`config.mk`:
```
export PLATFORM = sky130hd
export DESIGN_NAME = linear_scan_register_assigner
export DESIGN_NICKNAME = d
export VERILOG_FILES = /design/src/rtl/lsra_pkg.sv /design/src/rtl/lsra_table.sv /design/src/rtl/lsra_scan.sv /design/src/rtl/linear_scan_register_assigner.sv
export SDC_FILE = /design/constraint.sdc
export NUM_CORES = 2
export LEC_CHECK = 0
export BUFFER_PORTS_ARGS = -buffer_cell sky130_fd_sc_hd__buf_4
export CAP_MARGIN = 20
export CELL_PAD_IN_SITES_DETAIL_PLACEMENT = 0
export CELL_PAD_IN_SITES_GLOBAL_PLACEMENT = 1
export CORE_ASPECT_RATIO = 1.4
export CORE_MARGIN = 5
export CORE_UTILIZATION = 54
export DETAILED_ROUTE_END_ITERATION = 10
export PLACE_DENSITY = 0.77
export SYNTH_ARGS = -nofsm -noshare
export SYNTH_HDL_FRONTEND = slang
export SYNTH_SLANG_ARGS = --single-unit
```
`constraint.sdc`:
```
create_clock -name clk -period 8.8 [get_ports clk]
set_clock_uncertainty 0.1 [all_clocks]
set_input_delay 0.88 -clock clk [delete_from_list [all_inputs] [get_ports clk]]
set_output_delay 0.88 -clock clk [all_outputs]
set_load 0.01 [all_outputs]
```
`src/rtl/lsra_pkg.sv`:
```
`timescale 1ns / 1ps

package lsra_pkg;

    localparam int ID_W      = 16;
    localparam int POS_W     = 20;
    localparam int PREG_W    = 6;
    localparam int NUM_PREGS = 64;
    localparam int SLOT_W    = 12;
    localparam int CFG_W     = 64;
    localparam int CFG_IDX_W = 2;

    localparam logic [SLOT_W-1:0] SLOT_MAX = {SLOT_W{1'b1}};

    // Configuration register indexes
    localparam logic [CFG_IDX_W-1:0] REG_ALLOCATABLE = 2'd0;
    localparam logic [CFG_IDX_W-1:0] REG_CALLEE      = 2'd1;

    typedef struct packed {
        logic [ID_W-1:0]  value_id;
        logic [POS_W-1:0] interval_start;
        logic [POS_W-1:0] interval_end;
        logic             crosses_call;
        logic             new_pass;
        logic             new_function;
    } lsra_in_t;

    typedef struct packed {
        logic [ID_W-1:0]   result_id;
        logic [PREG_W-1:0] phys_reg;
        logic              spilled;
        logic [SLOT_W-1:0] slot_index;
        logic              last_of_run;
    } lsra_out_t;

    // One active-table entry
    typedef struct packed {
        logic [POS_W-1:0]  pos_end;
        logic [ID_W-1:0]   owner;
        logic [PREG_W-1:0] preg;
    } lsra_entry_t;

    // Current eviction candidate
    typedef struct packed {
        logic              found;
        logic [POS_W-1:0]  pos_end;
        logic [ID_W-1:0]   owner;
        logic [PREG_W-1:0] preg;
    } lsra_victim_t;

    typedef enum logic [3:0] {
        ST_IDLE   = 4'b0001,
        ST_SCAN   = 4'b0010,
        ST_DECIDE = 4'b0100,
        ST_PAIR   = 4'b1000
    } lsra_state_t;

endpackage

```
`src/rtl/lsra_table.sv`:
```
`timescale 1ns / 1ps

module lsra_table
    import lsra_pkg::*;
#(
    parameter int DEPTH = 32,
    parameter int IDXW  = 5
)
(
    input  logic            clk,
    input  logic            wr_en,
    input  logic [IDXW-1:0] wr_addr,
    input  lsra_entry_t     wr_entry,
    input  logic            rd_en,
    input  logic [IDXW-1:0] rd_addr,
    output lsra_entry_t     rd_entry
);

    lsra_entry_t mem [DEPTH];

    always_ff @(posedge clk)
    begin
        if (wr_en)
        begin
            mem[wr_addr] <= wr_entry;
        end
    end

    always_ff @(posedge clk)
    begin
        if (rd_en)
        begin
            rd_entry <= mem[rd_addr];
        end
    end

endmodule

```
`src/rtl/lsra_scan.sv`:
```
`timescale 1ns / 1ps

module lsra_scan
    import lsra_pkg::*;
#(
    parameter int IDXW = 5
)
(
    input  logic                 clk,
    input  logic                 rst_n,
    input  logic                 start,
    input  logic                 step,
    input  logic                 entry_valid,
    input  lsra_entry_t          entry,
    input  logic [IDXW-1:0]      entry_idx,
    input  logic [POS_W-1:0]     start_pos,
    input  logic                 crosses_call,
    input  logic [NUM_PREGS-1:0] callee_mask,
    output logic                 expire,
    output lsra_victim_t         victim,
    output logic [IDXW-1:0]      victim_idx
);

    logic              victim_found_reg;
    logic [POS_W-1:0]  victim_end_reg;
    logic [ID_W-1:0]   victim_owner_reg;
    logic [PREG_W-1:0] victim_preg_reg;
    logic [IDXW-1:0]   victim_idx_reg;
    logic              candidate;
    logic              better;

    // Entry ends at or before the new start: retire it
    assign expire = step && entry_valid && (entry.pos_end <= start_pos);

    // Survivors qualify for eviction; call-crossing items need a callee-saved register
    assign candidate = step && entry_valid && !(entry.pos_end <= start_pos)
                       && (!crosses_call || callee_mask[entry.preg]);

    // Farthest end wins, lower owner id breaks a tie, earlier position on full tie
    assign better = !victim_found_reg
                    || (entry.pos_end > victim_end_reg)
                    || ((entry.pos_end == victim_end_reg)
                        && (entry.owner < victim_owner_reg));

    always_ff @(posedge clk or negedge rst_n)
    begin
        if (!rst_n)
        begin
            victim_found_reg <= 1'b0;
        end
        else if (start)
        begin
            victim_found_reg <= 1'b0;
        end
        else if (candidate && better)
        begin
            victim_found_reg <= 1'b1;
        end
    end

    always_ff @(posedge clk)
    begin
        if (candidate && better)
        begin
            victim_end_reg   <= entry.pos_end;
            victim_owner_reg <= entry.owner;
            victim_preg_reg  <= entry.preg;
            victim_idx_reg   <= entry_idx;
        end
    end

    assign victim     = {victim_found_reg, victim_end_reg, victim_owner_reg, victim_preg_reg};
    assign victim_idx = victim_idx_reg;

endmodule

```
`src/rtl/linear_scan_register_assigner.sv`:
```
`timescale 1ns / 1ps

// Linear-scan register assigner.
// Input channel (in_valid / in_ready / in_data): one live interval per
// transaction, sorted by start. in_ready is high only while the block is idle.
// Output channel (out_valid / out_ready / out_data): one or two decisions per
// interval; last_of_run marks the final one. An eviction gives the spill of
// the evicted value first, then the assignment of the new interval.
// Configuration: cfg_we writes cfg_wdata into the register at cfg_index
// (0 = allocatable mask, 1 = callee-saved mask); write only while idle.
// Timing: after acceptance the sequencer sweeps the active table one entry per
// cycle through a single compare unit, with the table read registered, then
// decides once the result register is free. The next interval can be
// accepted the cycle after the last result is loaded.
// Reset clears the active table valid bits, free mask, slot counter and both
// masks. A stalled receiver holds the result register; the decision step
// waits until that register is free, so nothing is dropped.
module linear_scan_register_assigner
    import lsra_pkg::*;
#(
    parameter int ACTIVE_DEPTH = 32
)
(
    input  logic                 clk,
    input  logic                 rst_n,
    input  logic                 in_valid,
    output logic                 in_ready,
    input  lsra_in_t             in_data,
    output logic                 out_valid,
    input  logic                 out_ready,
    output lsra_out_t            out_data,
    input  logic                 cfg_we,
    input  logic [CFG_IDX_W-1:0] cfg_index,
    input  logic [CFG_W-1:0]     cfg_wdata
);

    localparam int IDXW = (ACTIVE_DEPTH > 1) ? $clog2(ACTIVE_DEPTH) : 1;
    localparam int CNTW = $clog2(ACTIVE_DEPTH + 1);
    localparam logic [CNTW-1:0] LAST_CNT = CNTW'(ACTIVE_DEPTH);

    // Lowest set bit of the free mask
    function automatic logic [PREG_W-1:0] lowest_preg(input logic [NUM_PREGS-1:0] mask);
        logic [PREG_W-1:0] r;
        r = '0;
        for (int i = NUM_PREGS - 1; i >= 0; i--)
        begin
            if (mask[i])
            begin
                r = PREG_W'(i);
            end
        end
        return r;
    endfunction

    // Lowest empty table position
    function automatic logic [IDXW-1:0] lowest_hole(input logic [ACTIVE_DEPTH-1:0] valid);
        logic [IDXW-1:0] h;
        h = '0;
        for (int i = ACTIVE_DEPTH - 1; i >= 0; i--)
        begin
            if (!valid[i])
            begin
                h = IDXW'(i);
            end
        end
        return h;
    endfunction

    lsra_state_t             state_reg, state_next;
    logic [CNTW-1:0]         cnt_reg, cnt_next;
    lsra_in_t                item_reg, item_next;
    logic [NUM_PREGS-1:0]    alloc_mask_reg;
    logic [NUM_PREGS-1:0]    callee_mask_reg;
    logic [NUM_PREGS-1:0]    free_reg, free_next;
    logic [ACTIVE_DEPTH-1:0] valid_reg, valid_next;
    logic [SLOT_W-1:0]       slot_reg, slot_next;
    logic                    out_valid_reg, out_valid_next;
    lsra_out_t               out_data_reg, out_data_next;

    logic            accept;
    logic            proc;
    logic [CNTW-1:0] cnt_m1;
    logic [IDXW-1:0] pidx;
    logic            out_free;

    logic            tbl_wr_en;
    logic [IDXW-1:0] tbl_wr_addr;
    lsra_entry_t     tbl_wr_entry;
    logic            tbl_rd_en;
    lsra_entry_t     tbl_rd_entry;

    logic            expire;
    lsra_victim_t    victim;
    logic [IDXW-1:0] victim_idx;

    logic [NUM_PREGS-1:0] avail;
    logic [PREG_W-1:0]    pick_preg;
    logic [IDXW-1:0]      hole;
    logic                 can_assign;
    logic                 can_evict;
    logic [SLOT_W-1:0]    slot_bumped;

    assign accept   = in_valid && in_ready;
    assign in_ready = (state_reg == ST_IDLE);
    assign out_free = !out_valid_reg || out_ready;

    // Read address leads the processed entry by one table position
    assign tbl_rd_en = (state_reg == ST_SCAN) && (cnt_reg != LAST_CNT);
    assign proc      = (state_reg == ST_SCAN) && (cnt_reg != '0);
    assign cnt_m1    = cnt_reg - CNTW'(1);
    assign pidx      = cnt_m1[IDXW-1:0];

    lsra_table #(
        .DEPTH (ACTIVE_DEPTH),
        .IDXW  (IDXW)
    ) u_table (
        .clk      (clk),
        .wr_en    (tbl_wr_en),
        .wr_addr  (tbl_wr_addr),
        .wr_entry (tbl_wr_entry),
        .rd_en    (tbl_rd_en),
        .rd_addr  (cnt_reg[IDXW-1:0]),
        .rd_entry (tbl_rd_entry)
    );

    lsra_scan #(
        .IDXW (IDXW)
    ) u_scan (
        .clk          (clk),
        .rst_n        (rst_n),
        .start        (accept),
        .step         (proc),
        .entry_valid  (valid_reg[pidx]),
        .entry        (tbl_rd_entry),
        .entry_idx    (pidx),
        .start_pos    (item_reg.interval_start),
        .crosses_call (item_reg.crosses_call),
        .callee_mask  (callee_mask_reg),
        .expire       (expire),
        .victim       (victim),
        .victim_idx   (victim_idx)
    );

    // Decision terms, settled once the sweep is done
    assign avail       = free_reg & (item_reg.crosses_call ? callee_mask_reg : '1);
    assign pick_preg   = lowest_preg(avail);
    assign hole        = lowest_hole(valid_reg);
    assign can_assign  = (|avail) && !(&valid_reg);
    assign can_evict   = victim.found && (victim.pos_end > item_reg.interval_end);
    assign slot_bumped = (slot_reg == SLOT_MAX) ? slot_reg : slot_reg + SLOT_W'(1);

    always_comb
    begin
        state_next     = state_reg;
        cnt_next       = cnt_reg;
        item_next      = item_reg;
        free_next      = free_reg;
        valid_next     = valid_reg;
        slot_next      = slot_reg;
        out_valid_next = out_valid_reg && !out_ready;
        out_data_next  = out_data_reg;
        tbl_wr_en      = 1'b0;
        tbl_wr_addr    = hole;
        tbl_wr_entry.pos_end = item_reg.interval_end;
        tbl_wr_entry.owner   = item_reg.value_id;
        tbl_wr_entry.preg    = pick_preg;

        case (state_reg)
            ST_IDLE:
            begin
                if (in_valid)
                begin
                    item_next  = in_data;
                    cnt_next   = '0;
                    state_next = ST_SCAN;
                    if (in_data.new_function)
                    begin
                        slot_next = '0;
                    end
                    if (in_data.new_function || in_data.new_pass)
                    begin
                        valid_next = '0;
                        free_next  = alloc_mask_reg;
                    end
                end
            end

            ST_SCAN:
            begin
                // Retire the entry under the compare unit
                if (expire)
                begin
                    free_next[tbl_rd_entry.preg] = 1'b1;
                    valid_next[pidx]             = 1'b0;
                end
                cnt_next = cnt_reg + CNTW'(1);
                if (cnt_reg == LAST_CNT)
                begin
                    state_next = ST_DECIDE;
                end
            end

            ST_DECIDE:
            begin
                if (out_free)
                begin
                    out_valid_next = 1'b1;
                    if (can_assign)
                    begin
                        free_next[pick_preg] = 1'b0;
                        valid_next[hole]     = 1'b1;
                        tbl_wr_en            = 1'b1;
                        out_data_next.result_id   = item_reg.value_id;
                        out_data_next.phys_reg    = pick_preg;
                        out_data_next.spilled     = 1'b0;
                        out_data_next.slot_index  = '0;
                        out_data_next.last_of_run = 1'b1;
                        state_next = ST_IDLE;
                    end
                    else if (can_evict)
                    begin
                        // Hand the victim's register over; its entry now holds the new interval
                        tbl_wr_en         = 1'b1;
                        tbl_wr_addr       = victim_idx;
                        tbl_wr_entry.preg = victim.preg;
                        slot_next         = slot_bumped;
                        out_data_next.result_id   = victim.owner;
                        out_data_next.phys_reg    = '0;
                        out_data_next.spilled     = 1'b1;
                        out_data_next.slot_index  = slot_reg;
                        out_data_next.last_of_run = 1'b0;
                        state_next = ST_PAIR;
                    end
                    else
                    begin
                        slot_next = slot_bumped;
                        out_data_next.result_id   = item_reg.value_id;
                        out_data_next.phys_reg    = '0;
                        out_data_next.spilled     = 1'b1;
                        out_data_next.slot_index  = slot_reg;
                        out_data_next.last_of_run = 1'b1;
                        state_next = ST_IDLE;
                    end
                end
            end

            ST_PAIR:
            begin
                // Follow the spill with the new interval's assignment
                if (out_ready)
                begin
                    out_valid_next = 1'b1;
                    out_data_next.result_id   = item_reg.value_id;
                    out_data_next.phys_reg    = victim.preg;
                    out_data_next.spilled     = 1'b0;
                    out_data_next.slot_index  = '0;
                    out_data_next.last_of_run = 1'b1;
                    state_next = ST_IDLE;
                end
            end

            default:
            begin
                state_next = ST_IDLE;
            end
        endcase
    end

    always_ff @(posedge clk or negedge rst_n)
    begin
        if (!rst_n)
        begin
            state_reg       <= ST_IDLE;
            cnt_reg         <= '0;
            free_reg        <= '0;
            valid_reg       <= '0;
            slot_reg        <= '0;
            out_valid_reg   <= 1'b0;
            alloc_mask_reg  <= '0;
            callee_mask_reg <= '0;
        end
        else
        begin
            state_reg     <= state_next;
            cnt_reg       <= cnt_next;
            free_reg      <= free_next;
            valid_reg     <= valid_next;
            slot_reg      <= slot_next;
            out_valid_reg <= out_valid_next;
            if (cfg_we && (cfg_index == REG_ALLOCATABLE))
            begin
                alloc_mask_reg <= cfg_wdata;
            end
            if (cfg_we && (cfg_index == REG_CALLEE))
            begin
                callee_mask_reg <= cfg_wdata;
            end
        end
    end

    // Payload registers: no reset needed
    always_ff @(posedge clk)
    begin
        item_reg     <= item_next;
        out_data_reg <= out_data_next;
    end

    assign out_valid = out_valid_reg;
    assign out_data  = out_data_reg;

endmodule

```
==> results.py <==
metrics = {
    "run_status": {
        "run_status": "completed",
    },
    "placed_design": {
        "dp_hpwl_um": 114100,
        "dpl.cell_count": 5939,
        "numPortBuffers": 167,
        "placement.setup.worst_slack_ns": 2.661,
        "gp_routability_congestion": 0.9005,
    },
    "finish": {
        "largest_register_ff_count": 1344,
        "seq_area_um2": 52050,
        "fill_cells": 9755,
        "final-instance-count-excl-fill": 6247,
        "post_route_cells_drive_above_1_share_pct": 27.32,
        "nets": 4545,
        "area.growth.synth_to_final_pct": 12.79,
        "postLayoutCoreUtil_pct": 61.23,
        "diodes": 0,
        "multi_input_area_um2": 20730,
        "regMostFlops": "u_table.mem",
    },
    "floorplanning": {
        "die_height_um": 447.1,
        "std_cell_rows": 160,
        "design.portCount": 168,
        "die_w_um": 322.2,
        "core_region_area_um2": 135700,
        "die_area_um2": 144000,
        "initial_core_utilization_pct": 54.28,
    },
    "critical_path": {
        "cp_max_fo": 60,
        "critPathLaunchType": "register",
        "critical_path.cell_chain": "inv_1 -> ha_1 -> xnor2_1 -> inv_2 -> mux2i_1 -> mux2i_1 -> a22oi_1 -> nor2_1 -> a21oi_1 -> a311oi_1 -> nand3_1 -> a41oi_4 -> buf_4",
        "timing.critical_path.slowest_stage_cell": "dfrtp_4",
        "arrival_ns": 6.54,
        "critical_path_class": "register to register",
        "cpMostUsedCell": "mux2i_1",
        "timing.critical_path.to_type": "register",
        "req_time_crit_path_ns": 9.12,
        "max_stage_delay_ns": 1.01,
    },
    "global_routing": {
        "grt_met3_usage_pct": 4.360,
        "grt_antenna_before_repair": 0,
        "globalRoute.totalOverflow": 0,
        "track_usage_pct": 26.86,
        "grt_start_max_net_pins": 148,
        "groute.layer.met1.usage_pct": 35.07,
        "global_route_wire_length_before_repair_um": 282300,
        "first_global_vias": 40980,
        "grt_most_used_layer": "met2",
        "gr_met2_demand_resource_pct": 45.84,
    },
    "timing": {
        "final_hold_viol_count": 0,
        "setup_repair_after_global_routing_missed_its_margin": "no",
        "tns_setup_ns": 0,
        "relSlewSlack_pct": 24.44,
        "finalWorstPathRequiredPeriod_ns": 6.220,
        "timing.final.setup_violations": 0,
        "timing.final.max_slew_violations": 0,
        "worst_slew_pin_slew_ns": 1.131,
        "setup_slack_ns": 2.580,
        "max_freq_mhz": 160.8,
        "timing.final.crit_share_pct": 70.68,
    },
    "power": {
        "cellLeakagePower_nw": 27.60,
        "clock_power_share_pct": 29.7,
        "p_sw_share_pct": 30.02,
        "pwr-share-comb_pct": 24.6,
        "switchingPower_mw": 7.056,
        "report.power.total_mw": 23.50,
        "worst_ir_drop_vdd_mv": 0.2204,
        "p_int_mw": 16.44,
        "p_seq_share_pct": 45.7,
        "cellPowerDensity_nw_per_um2": 282.8,
    },
    "synthesis": {
        "synth_flop_cell": "edfxtp_1",
        "synthesis.instances": 4090,
        "mappedNetlistArea_um2": 73680,
        "yosysWarnings": 0,
        "synthArstFlopShare_pct": 13.98,
        "synthesis.area_per_instance_um2": 18.01,
        "synth_edf_count": 1526,
        "mappedNetlistNets": 4300,
        "synth_sequential_area_ratio_pct": 70.62,
        "postSynthRegisterBits": 1774,
        "ys_types": 95,
    },
    "routing": {
        "drt_first_pass_iters": 6,
        "drt_drc_violations_left": 0,
        "wl_per_cell_um": 30.95,
        "wl_um": 193300,
        "drt_first_iter_violations": 4503,
        "antenna_violation_net_count_after_detailed_routing": 0,
        "routed_via_density": 6.477,
        "vias": 40460,
    },
    "clock_network": {
        "cts-resized-gates": 0,
        "cts_tree": "built",
        "cts_bufs_inserted": 165,
        "clockRootBuffer": "clkbuf_16",
        "ctsHoldBuffers": 0,
        "cts.sinks": 1774,
        "cts_htree_levels": 4,
        "clk_latency_ns": 0.80,
        "worst_setup_hold_path_clk_slew_ns": 0.07,
        "cts_post_setup_buffers_inserted": 0,
        "cts-root-to-sink-buffers": 3,
    },
    "worst_hold_path": {
        "holdCritPathClass": "primary input to asynchronous set/reset pin",
    },
    "flow_run": {
        "cap_viol_max_count": 0,
    },
}
[synth_stat cells (25+ instances only)]
cell type  instances  area share (%)
inv_1            119            0.61
buf_1             33            0.17
nand2_1          140            0.71
ha_1              80             1.4
nand4_1           35            0.30
dfrtp_1          247             8.4
mux2_2           172             2.6
clkbuf_1         152            0.77
edfxtp_1        1526              62
nand2b_1          33            0.28
o211ai_1          26            0.26
o2bb2ai_1         35            0.42
nor2_1           210             1.1
nor2b_1           25            0.21
o21ai_0          118            0.80
a21o_1            25            0.25
mux4_2           428              13
o22a_1            28            0.33
a21oi_1          201             1.4
a22oi_1           65            0.66
[worst paths after layout]
kind | startpoint | endpoint | slack [ns] | cells after the start
max in group asynchronous | rst_n | free_reg[0] | 7.03 | 2
min in group clk | in_data[47] | item_reg[47] | 0.16 | 1
setup / recovery | cnt_reg[1] | u_scan.victim_idx[4] | 2.58 | 13
setup reg to reg | cnt_reg[1] | u_scan.victim_idx[4] | 2.58 | 13
hold reg to reg | u_table.rd_entry[18] | u_scan.victim_owner_reg[12] | 0.36 | 0
hold / removal | rst_n | slot_reg[2] | 0.03 | 1
[through the flow]
step	hold WS [ns]	area, um2
finish	0.03187	83100
global route	0.06506	83100
CTS	0.01181	82880
detailed placement	0.3451	77660
global placement	0.3394	77510
floorplan	0.3168	73680
[per-layer routing]
layer	wire length, um	up-vias
li1	-	17080
met1	72290	21230
met2	99740	1778
met3	13280	376
met4	8017	0
met5	0	-
[critical path, delay by kind of cell (launching register included)]
kind | cells | cell delay [ns]
AO/OA/AOI/OAI | 4 | 2.10
flip-flops | 1 | 1.01
buffers and inverters | 3 | 0.93
multiplexers | 2 | 0.47
XOR/XNOR | 1 | 0.41
AND/OR/NAND/NOR | 2 | 0.40
adder cells (fa/ha/maj) | 1 | 0.38
[placed cells by master, fill, tap and decap left out, drive strengths merged, types with 16 or more instances in the layout]
cell type / synthesis / final
o221ai: 16 / 16
dfrtp: 247 / 247
nand2: 140 / 140
clkinv: 0 / 72
edfxtp: 1526 / 1526
nor2: 212 / 212
o31ai: 16 / 16
nor2b: 25 / 25
o2bb2ai: 35 / 35
a21oi: 206 / 206
buf: 54 / 285
o2111ai: 17 / 17
mux2: 172 / 172
ha: 80 / 80
nand2b: 33 / 33
nand4: 35 / 35
mux4: 428 / 428
a22oi: 65 / 65
a21o: 25 / 25
and3: 17 / 17
nor3: 23 / 23
o21bai: 24 / 24
o22a: 28 / 28
o211ai: 26 / 26
o21ai: 131 / 131
inv: 121 / 125
clkbuf: 153 / 205
nand3: 22 / 22
and2: 18 / 18
[cells by family after synthesis]
family                   synth area share [%]
flip-flops                              70.62
AO/OA/AOI/OAI                           6.409
multiplexers                            15.85
AND/OR/NAND/NOR                         3.992
buffers and inverters                   1.737
adder cells (fa/ha/maj)                 1.359
XOR/XNOR                              0.03567
[layout make-up]
class | count | share of cell area, %
clock buffer | 205 | 5.325
clock inverter | 92 | 0.9576
inverter | 121 | 0.5495
multi-input combinational | 1988 | 24.94
sequential | 1774 | 62.63
tap | 1782 | 2.683
timing repair buffer | 285 | 2.907
[power groups by stage]
| stage | Combinational (mW) | Sequential [mW] | Clock (mW) |
|---|---|---|---|
| floorplan | 4.09 | 10.6 | 0 |
| global route | 6.22 | 10.8 | 7.44 |
| global placement | 5.64 | 10.9 | 0 |
| detailed placement | 5.72 | 10.9 | 0 |
| CTS | 5.75 | 10.8 | 7.08 |
| finish | 5.79 | 10.7 | 6.97 |
Note: power is estimated with default switching activity, not from simulation.
